$ cat src/rtl/wmsd_pkg.sv
package wmsd_pkg;

  localparam int ChanBits   = 10;
  localparam int Channels   = 1 << ChanBits;
  localparam int SlotBits   = 6;
  localparam int WindowMax  = 1 << SlotBits;
  localparam int SampleBits = 16;
  localparam int CountBits  = 7;
  localparam int SumBits    = SampleBits + SlotBits + 1;
  localparam int SqBits     = 2 * SampleBits + SlotBits;
  localparam int VarBits    = 2 * SumBits;
  localparam int RootBits   = VarBits / 2;
  localparam int StdBits    = 15;
  localparam int AddrBits   = ChanBits + SlotBits;

  typedef struct packed {
    logic clear;
    logic load;
    logic write_sample;
    logic clear_acc;
    logic accumulate;
    logic form_var;
    logic div_start;
    logic sqrt_start;
    logic finish;
  } wmsd_cmd_t;

  typedef struct packed {
    logic clear_last;
    logic div_done;
    logic sqrt_done;
    logic scan_last;
  } wmsd_status_t;

endpackage

$ cat src/rtl/wmsd_ctrl.sv
module wmsd_ctrl (
  input  logic                  clk,
  input  logic                  rst,
  input  logic                  in_valid,
  output logic                  in_ready,
  output logic                  out_valid,
  input  logic                  out_ready,
  input  wmsd_pkg::wmsd_status_t status,
  output wmsd_pkg::wmsd_cmd_t    cmd
);
  import wmsd_pkg::*;

  typedef enum logic [8:0] {
    S_CLEAR = 9'b0_0000_0001,
    S_IDLE  = 9'b0_0000_0010,
    S_META  = 9'b0_0000_0100,
    S_WRITE = 9'b0_0000_1000,
    S_SCAN  = 9'b0_0001_0000,
    S_VAR   = 9'b0_0010_0000,
    S_DIV   = 9'b0_0100_0000,
    S_SQRT  = 9'b0_1000_0000,
    S_OUT   = 9'b1_0000_0000
  } state_t;

  state_t state, state_next;

  assign in_ready  = (state == S_IDLE);
  assign out_valid = (state == S_OUT);

  always_comb begin
    state_next = state;
    cmd = '0;
    case (state)
      S_CLEAR: begin
        cmd.clear = 1'b1;
        if (status.clear_last) begin
          state_next = S_IDLE;
        end
      end
      S_IDLE: begin
        if (in_valid) begin
          cmd.load = 1'b1;
          state_next = S_META;
        end
      end
      S_META: begin
        state_next = S_WRITE;
      end
      S_WRITE: begin
        cmd.write_sample = 1'b1;
        cmd.clear_acc = 1'b1;
        state_next = S_SCAN;
      end
      S_SCAN: begin
        cmd.accumulate = 1'b1;
        if (status.scan_last) begin
          state_next = S_VAR;
        end
      end
      S_VAR: begin
        cmd.form_var = 1'b1;
        cmd.div_start = 1'b1;
        state_next = S_DIV;
      end
      S_DIV: begin
        if (status.div_done) begin
          cmd.sqrt_start = 1'b1;
          state_next = S_SQRT;
        end
      end
      S_SQRT: begin
        if (status.sqrt_done) begin
          cmd.finish = 1'b1;
          state_next = S_OUT;
        end
      end
      S_OUT: begin
        if (out_ready) begin
          state_next = S_IDLE;
        end
      end
      default: state_next = S_IDLE;
    endcase
  end

  always_ff @(posedge clk) begin
    if (rst) begin
      state <= S_CLEAR;
    end else begin
      state <= state_next;
    end
  end

endmodule

$ cat config.mk
export PLATFORM = sky130hd
export DESIGN_NAME = wmsd_ctrl
export DESIGN_NICKNAME = d
export VERILOG_FILES = /design/src/rtl/wmsd_pkg.sv /design/src/rtl/wmsd_ctrl.sv
export SDC_FILE = /design/constraint.sdc
export NUM_CORES = 1
export LEC_CHECK = 0
export BUFFER_PORTS_ARGS = -buffer_cell sky130_fd_sc_hd__buf_2
export CAP_MARGIN = 15
export CORE_AREA = 2 2 39 41
export CTS_BUF_LIST = sky130_fd_sc_hd__clkbuf_4
export CTS_CLUSTER_DIAMETER = 80
export CTS_CLUSTER_SIZE = 30
export DETAILED_ROUTE_END_ITERATION = 8
export DIE_AREA = 0 0 41 43
export GPL_TIMING_DRIVEN = 0
export HOLD_SLACK_MARGIN = 0.08
export PLACE_DENSITY_LB_ADDON = 0.08
export SKIP_CTS_REPAIR_TIMING = 1
export SYNTH_ARGS = -nofsm -noshare
export SYNTH_HDL_FRONTEND = slang
export SYNTH_SLANG_ARGS = --single-unit
export TNS_END_PERCENT = 10
$ cat constraint.sdc
create_clock -name clk -period 2.45 [get_ports clk]
set_input_delay 0.49 -clock clk [delete_from_list [all_inputs] [get_ports clk]]
set_output_delay 0.49 -clock clk [all_outputs]
set_load 0.01 [all_outputs]
==> results of run 1 <==
## worst reg2reg max path, delay by kind of cell, from the launching register on
family	cells	cell delay, ps
AOI/OAI and AO/OA	1	30
buffers and inverters	1	150
DFF	1	390
and+or+nand+nor	4	1260
## routing by layer
metal | wire length, µm | global-route usage [%] | vias up
li1 | - | - | 308
met1 | 662 | 25.4 | 261
met2 | 639 | 27.5 | 9
met3 | 43 | 4.71 | 2
met4 | 18 | 10.0 | 0
met5 | 0 | 0 | -
## synth_stat cells
cell type | count | area share [%]
nor3_2 | 1 | 1.6
nor4b_1 | 3 | 4.3
a21o_1 | 1 | 1.2
nor3b_1 | 4 | 4.9
nor4_1 | 3 | 3.1
a32oi_1 | 1 | 1.4
or2_2 | 1 | 1.0
nand2_1 | 2 | 1.2
buf_6 | 1 | 1.8
o31a_1 | 1 | 1.4
buf_4 | 3 | 3.7
nor2_1 | 10 | 6.1
and4_1 | 1 | 1.4
o211ai_2 | 1 | 2.0
o211ai_1 | 2 | 2.5
nor4b_4 | 1 | 3.9
nor3_1 | 3 | 2.5
clkbuf_1 | 4 | 2.5
xnor2_1 | 1 | 1.4
a211oi_1 | 1 | 1.2
or3_1 | 1 | 1.0
a21oi_1 | 4 | 3.3
or4_4 | 1 | 1.8
inv_1 | 4 | 2.5
and3_1 | 2 | 2.0
o41ai_1 | 1 | 1.4
dfxtp_1 | 9 | 29
xor2_1 | 1 | 1.4
and4b_1 | 1 | 1.6
and2_1 | 6 | 6.1
## layout by cell type (no fill, tap or decap)
cell      netlist  final
buf_6           1      2
o211ai_1        2      2
a211oi_1        1      1
dfxtp_1         9      7
nor4b_1         3      3
and4b_1         1      1
dfxtp_2         0      1
nor3b_1         4      4
xor2_1          1      1
nor3_1          3      3
clkbuf_1        4      3
nand2_1         2      2
a32oi_1         1      1
buf_2           0     15
and3_1          2      2
o211ai_2        1      1
inv_1           4      4
nor2_1         10     10
or3_4           0      1
clkbuf_4        0      4
a21oi_1         4      4
buf_4           3      4
o41ai_1         1      1
dfxtp_4         0      1
nor4b_4         1      1
or2_2           1      1
xnor2_1         1      1
a21o_1          1      1
nor4_2          0      1
nor4_1          3      2
nor3_2          1      1
or4_4           1      1
o31a_1          1      1
and4_1          1      1
and2_1          6      6
## area by class of cell
class,instances,area (µm²)
sequential,9,185
timing repair buffer,18,105
tap,16,20.0
clock buffer,4,30.0
buffer,6,33.8
inverter,4,15.0
fill,146,616
multi-input combinational,54,379
## how the worst max path moves through the flow
stage / from / end / cells after the start / slack (ps)
3_5_place_dp: state[6]$_SDFFE_PP0P_ / cmd[5] / 6 / 90
2_1_floorplan: state[4]$_SDFFE_PP0P_ / cmd[7] / 5 / 200
4_1_cts: state[6]$_SDFFE_PP0P_ / cmd[5] / 6 / -210
6_report: state[6]$_SDFFE_PP0P_ / cmd[5] / 5 / -110
3_3_place_gp: state[6]$_SDFFE_PP0P_ / cmd[6] / 6 / 80
5_1_grt: state[5]$_SDFFE_PP0P_ / cmd[5] / 5 / -170
## cell families after synthesis
kind of cell,count (synthesis),share of synthesized area [%]
AO/OA/AOI/OAI,12,14.5
XOR/XNOR,2,2.86
buffers and inverters,12,10.4
flip-flops,9,29.4
AND/OR/NAND/NOR,40,42.7
## stage by stage
stage / cells / area, µm²
4_1_cts: 112 / 747
2_1_floorplan: 75 / 612
3_5_place_dp: 108 / 717
6_report: 111 / 768
3_3_place_gp: 108 / 717
5_1_grt: 111 / 768
## where the power goes
group          internal (µW)  switching [µW]
Sequential               150            5.52
Combinational           28.2            40.5
Clock                   74.0            57.3
==> impl_metrics.py, run 1 <==
metrics = {
    "status": {
        "status": "complete, but fails checks",
        "violations": "negative setup slack",
    },
    "critical_path": {
        "reg2reg_slack_ps": 540,
        "crit_arrival_ps": 2070,
        "cp_max_fo": 8,
        "crit_path_start_kind": "register",
        "crit_path_cell_trace": "or3_4 -> or4_4 -> nor4b_4 -> buf_4 -> buf_6",
        "critPathMaxStageDelay_ps": 540,
        "path_buf_inv": 2,
        "reg2reg_to": "state[4]$_SDFFE_PP0P_",
        "reg2reg_depth": 6,
        "crit_type": "register to output port",
        "slowest_stage": "or4_4",
        "cp.required_ps": 1960,
        "r2r-start": "state[6]$_SDFFE_PP0P_",
        "endpoint_kind": "output port",
        "critPathTopFamily": "simple AND/OR/NAND/NOR gates",
    },
    "sta": {
        "final-hold-violation-count": 0,
        "worst_slack_ps": -114,
        "worst_pin_slew_ps": 531,
        "post-route-period-util_pct": 105,
        "fin_tns_setup_ps": -350,
        "slew_headroom_pct": 64.3,
        "period_minus_slack_ps": 2560,
        "rsz0062_at_grt": "true",
        "setup_viol": 4,
        "drv_slew": 0,
        "finClkSkew_ps": 6.19,
        "fmax_mhz": 390,
        "hold_slack_ps": 485,
    },
    "worst_hold_path": {
        "whs_path_depth": 3,
        "hp-start": "status[3]",
        "whs_endpoint": "state[0]$_SDFFE_PP1P_",
        "min_path_type": "input port to register",
    },
    "yosys": {
        "ys_ff_latch": 9,
        "netlist_instances": 75,
        "ys_warn_count": 0,
        "synth.avg_cell_area_um2": 8.16,
        "synth_cell_types": 30,
        "ys_seq_area_share_pct": 29.4,
        "syn_nets": 83,
        "syn_area_um2": 612,
    },
    "detailed_routing": {
        "via_count": 580,
        "drc": 0,
        "avgRoutedWirePerCell_um": 12.3,
        "first_pass_iters": 2,
        "avgViaCountPerCell": 5.23,
        "drtIter0Drc": 4,
        "ant_nets": 0,
        "wirelength_um": 1360,
    },
    "floorplan": {
        "die_area_mm2": 0.00176,
        "ioPinCount": 19,
        "rows": 14,
        "core_area_mm2": 0.00138,
        "dieHeight_um": 43,
        "die_w_um": 41,
        "initial_core_util_pct": 44.2,
    },
    "final_layout": {
        "areaGrowthSynthToFinish_pct": 25.6,
        "layout-drive-gt1-share_pct": 35.8,
        "diodes": 0,
        "top_register": "state",
        "reg_top3": "state: 9 flops",
        "final_nets": 104,
        "final_util_pct": 55.5,
        "largest_reg_flops": 9,
    },
    "global_route": {
        "gr-total-overflow": 0,
        "grt_antenna_before_repair": 0,
        "grt_max_degree": 11,
        "first_global_vias": 528,
        "grt_pass1_wl_um": 2290,
        "grtUsageTotal_pct": 19.2,
    },
    "clock_network": {
        "h-tree-depth": 1,
        "clock_path_buffers": 2,
        "cts_tree": "done",
        "cts.sinks": 9,
        "cts_buffers": 3,
        "cts_root_buf": "clkbuf_4",
        "cts.clk_slew.worst_paths_ps": 70,
        "clkLatencyLatePin_ps": 260,
    },
    "placed_design": {
        "pre_cts_ws_ps": 91.4,
        "dpl.hpwl_um": 989,
        "place_congestion": 0.737,
        "port_buffers": 17,
    },
    "power_and_ir_drop": {
        "ir_drop_uv": 207,
        "finalPower_uw": 356,
        "p_per_area_mw_per_mm2": 463,
        "p_leak_uw": 0.000352,
    },
    "run": {
        "maxCapViolCount": 0,
    },
}
(Power assumes the default switching activity.)
==> run 2, diff against run 1 <==
CELL_PAD_IN_SITES_DETAIL_PLACEMENT = 0   (was unset)
CELL_PAD_IN_SITES_GLOBAL_PLACEMENT = 1   (was unset)
CORE_AREA = 2 2 41 50   (was 2 2 39 41)
DIE_AREA = 0 0 43 52   (was 0 0 41 43)
==> impl_metrics.py, run 2 (same netlist as run 1, synthesis figures left out) <==
metrics = {
    "status": {
        "status": "complete, but fails checks",
        "violations": "negative setup slack",
    },
    "worst_hold_path": {
        "min_path_type": "input port to register",
        "whs_path_depth": 3,
        "hp-start": "status[3]",
        "whs_endpoint": "state[0]$_SDFFE_PP1P_",
    },
    "global_route": {
        "first_global_vias": 472,
        "grt_pass1_wl_um": 2260,
        "grtUsageTotal_pct": 13.6,
        "grt_antenna_before_repair": 0,
        "grt_max_degree": 11,
        "gr-total-overflow": 0,
    },
    "placed_design": {
        "pre_cts_ws_ps": 85.5,
        "dpl.hpwl_um": 1090,
        "port_buffers": 17,
        "place_congestion": 0.722,
    },
    "floorplan": {
        "dieHeight_um": 52,
        "die_w_um": 43,
        "core_area_mm2": 0.00179,
        "initial_core_util_pct": 34.2,
        "ioPinCount": 19,
        "die_area_mm2": 0.00224,
        "rows": 17,
    },
    "clock_network": {
        "cts_tree": "done",
        "clock_path_buffers": 2,
        "cts.clk_slew.worst_paths_ps": 70,
        "clkLatencyLatePin_ps": 260,
        "cts_root_buf": "clkbuf_4",
        "cts_buffers": 3,
        "cts.sinks": 9,
        "h-tree-depth": 1,
    },
    "detailed_routing": {
        "first_pass_iters": 4,
        "via_count": 606,
        "ant_nets": 0,
        "avgRoutedWirePerCell_um": 12.6,
        "drc": 0,
        "drtIter0Drc": 5,
        "wirelength_um": 1440,
        "avgViaCountPerCell": 5.32,
    },
    "sta": {
        "post-route-period-util_pct": 105,
        "period_minus_slack_ps": 2580,
        "fmax_mhz": 388,
        "slew_headroom_pct": 55.4,
        "worst_slack_ps": -130,
        "worst_pin_slew_ps": 662,
        "finClkSkew_ps": 3.25,
        "final-hold-violation-count": 0,
        "drv_slew": 0,
        "fin_tns_setup_ps": -362,
        "setup_viol": 4,
        "rsz0062_at_grt": "true",
    },
    "power_and_ir_drop": {
        "intPower_uw": 254,
        "power_frac_comb_pct": 19.6,
        "clockPowerShare_pct": 36.5,
        "p_leak_uw": 0.000349,
        "sw_frac_of_total_pct": 29.0,
        "seqPwrFrac_pct": 43.9,
        "p_per_area_mw_per_mm2": 470,
        "ir_drop_uv": 238,
        "switchingPower_uw": 104,
    },
    "final_layout": {
        "final_cell_mix": "buf_2, nor2_1, dfxtp_1",
        "reg_top3": "state: 9 flops",
        "layout-drive-gt1-share_pct": 33.7,
        "areaGrowthSynthToFinish_pct": 24.3,
        "largest_reg_flops": 9,
        "final_nets": 104,
        "layout_commonest_cell": "buf_2",
        "diodes": 0,
        "top_register": "state",
    },
    "critical_path": {
        "endpoint_kind": "output port",
        "reg2reg_to": "state[3]$_SDFFE_PP0P_",
        "crit_type": "register to output port",
        "reg2reg_slack_ps": 380,
        "critPathMaxStageDelay_ps": 470,
        "crit_path_cell_trace": "buf_6 -> or3_4 -> or4_4 -> nor4b_4 -> buf_4 -> buf_2",
        "crit_path_start_kind": "register",
        "reg2reg_depth": 6,
        "slowest_stage": "or4_4",
        "cp_max_fo": 9,
        "cp.required_ps": 1960,
        "crit_arrival_ps": 2090,
        "r2r-start": "state[7]$_SDFFE_PP0P_",
    },
    "run": {
        "maxCapViolCount": 0,
    },
}
## run 2: power groups by stage
stage / clock, µW / sequential [µW] / combinational, µW
final: 130 / 157 / 70.1
after global routing: 141 / 157 / 76.7
after CTS: 134 / 156 / 69.8
after detailed placement: 0 / 160 / 69.4
after global placement: 0 / 159 / 68.8
after floorplan: 0 / 158 / 48.1
## run 2: how the worst max path moves through the flow
stage          cells past startpoint     end             startpoint
2_1_floorplan                      5  cmd[7]  state[4]$_SDFFE_PP0P_
3_3_place_gp                       6  cmd[6]  state[6]$_SDFFE_PP0P_
3_5_place_dp                       6  cmd[6]  state[6]$_SDFFE_PP0P_
4_1_cts                            6  cmd[6]  state[6]$_SDFFE_PP0P_
5_1_grt                            6  cmd[6]  state[4]$_SDFFE_PP0P_
6_report                           6  cmd[6]  state[4]$_SDFFE_PP0P_
## run 2: per-stage QoR
step                instances  utilization [%]  hold slack (ps)  total power [µW]  cell area, µm²
floorplan                  75                -              554               207             612
global placement          111             40.3              589               228             721
detailed placement        111             40.3              601               229             721
CTS                       115             42.0              493               360             751
global route              114             42.6              505               375             761
finish                    114             42.6              497               357             761
## run 2: cell type report
type,count,area (µm²)
Sequential cell,9,180
Multi-Input combinational cell,54,379
Fill cell,195,1030
Inverter,4,15.0
Tap cell,19,23.8
Clock buffer,4,30.0
Buffer,7,45.0
Timing Repair Buffer,17,87.6
## run 2: worst max-delay path, delay by kind of cell, from the launching register on
| family | cells | cell delay (ps) |
|---|---|---|
| simple gates | 3 | 1120 |
| buf+inv | 3 | 390 |
| flops | 1 | 310 |
## run 2: metal layers
layer / part of all wire [%] / wire, µm / track usage, % / vias up
met2: 46 / 654 / 21.2 / 10
met3: 3.9 / 56 / 2.43 / 2
met4: 1.2 / 17 / 7.58 / 0
met1: 49 / 707 / 17.5 / 283
met5: 0 / 0 / 0 / -
li1: - / - / - / 311
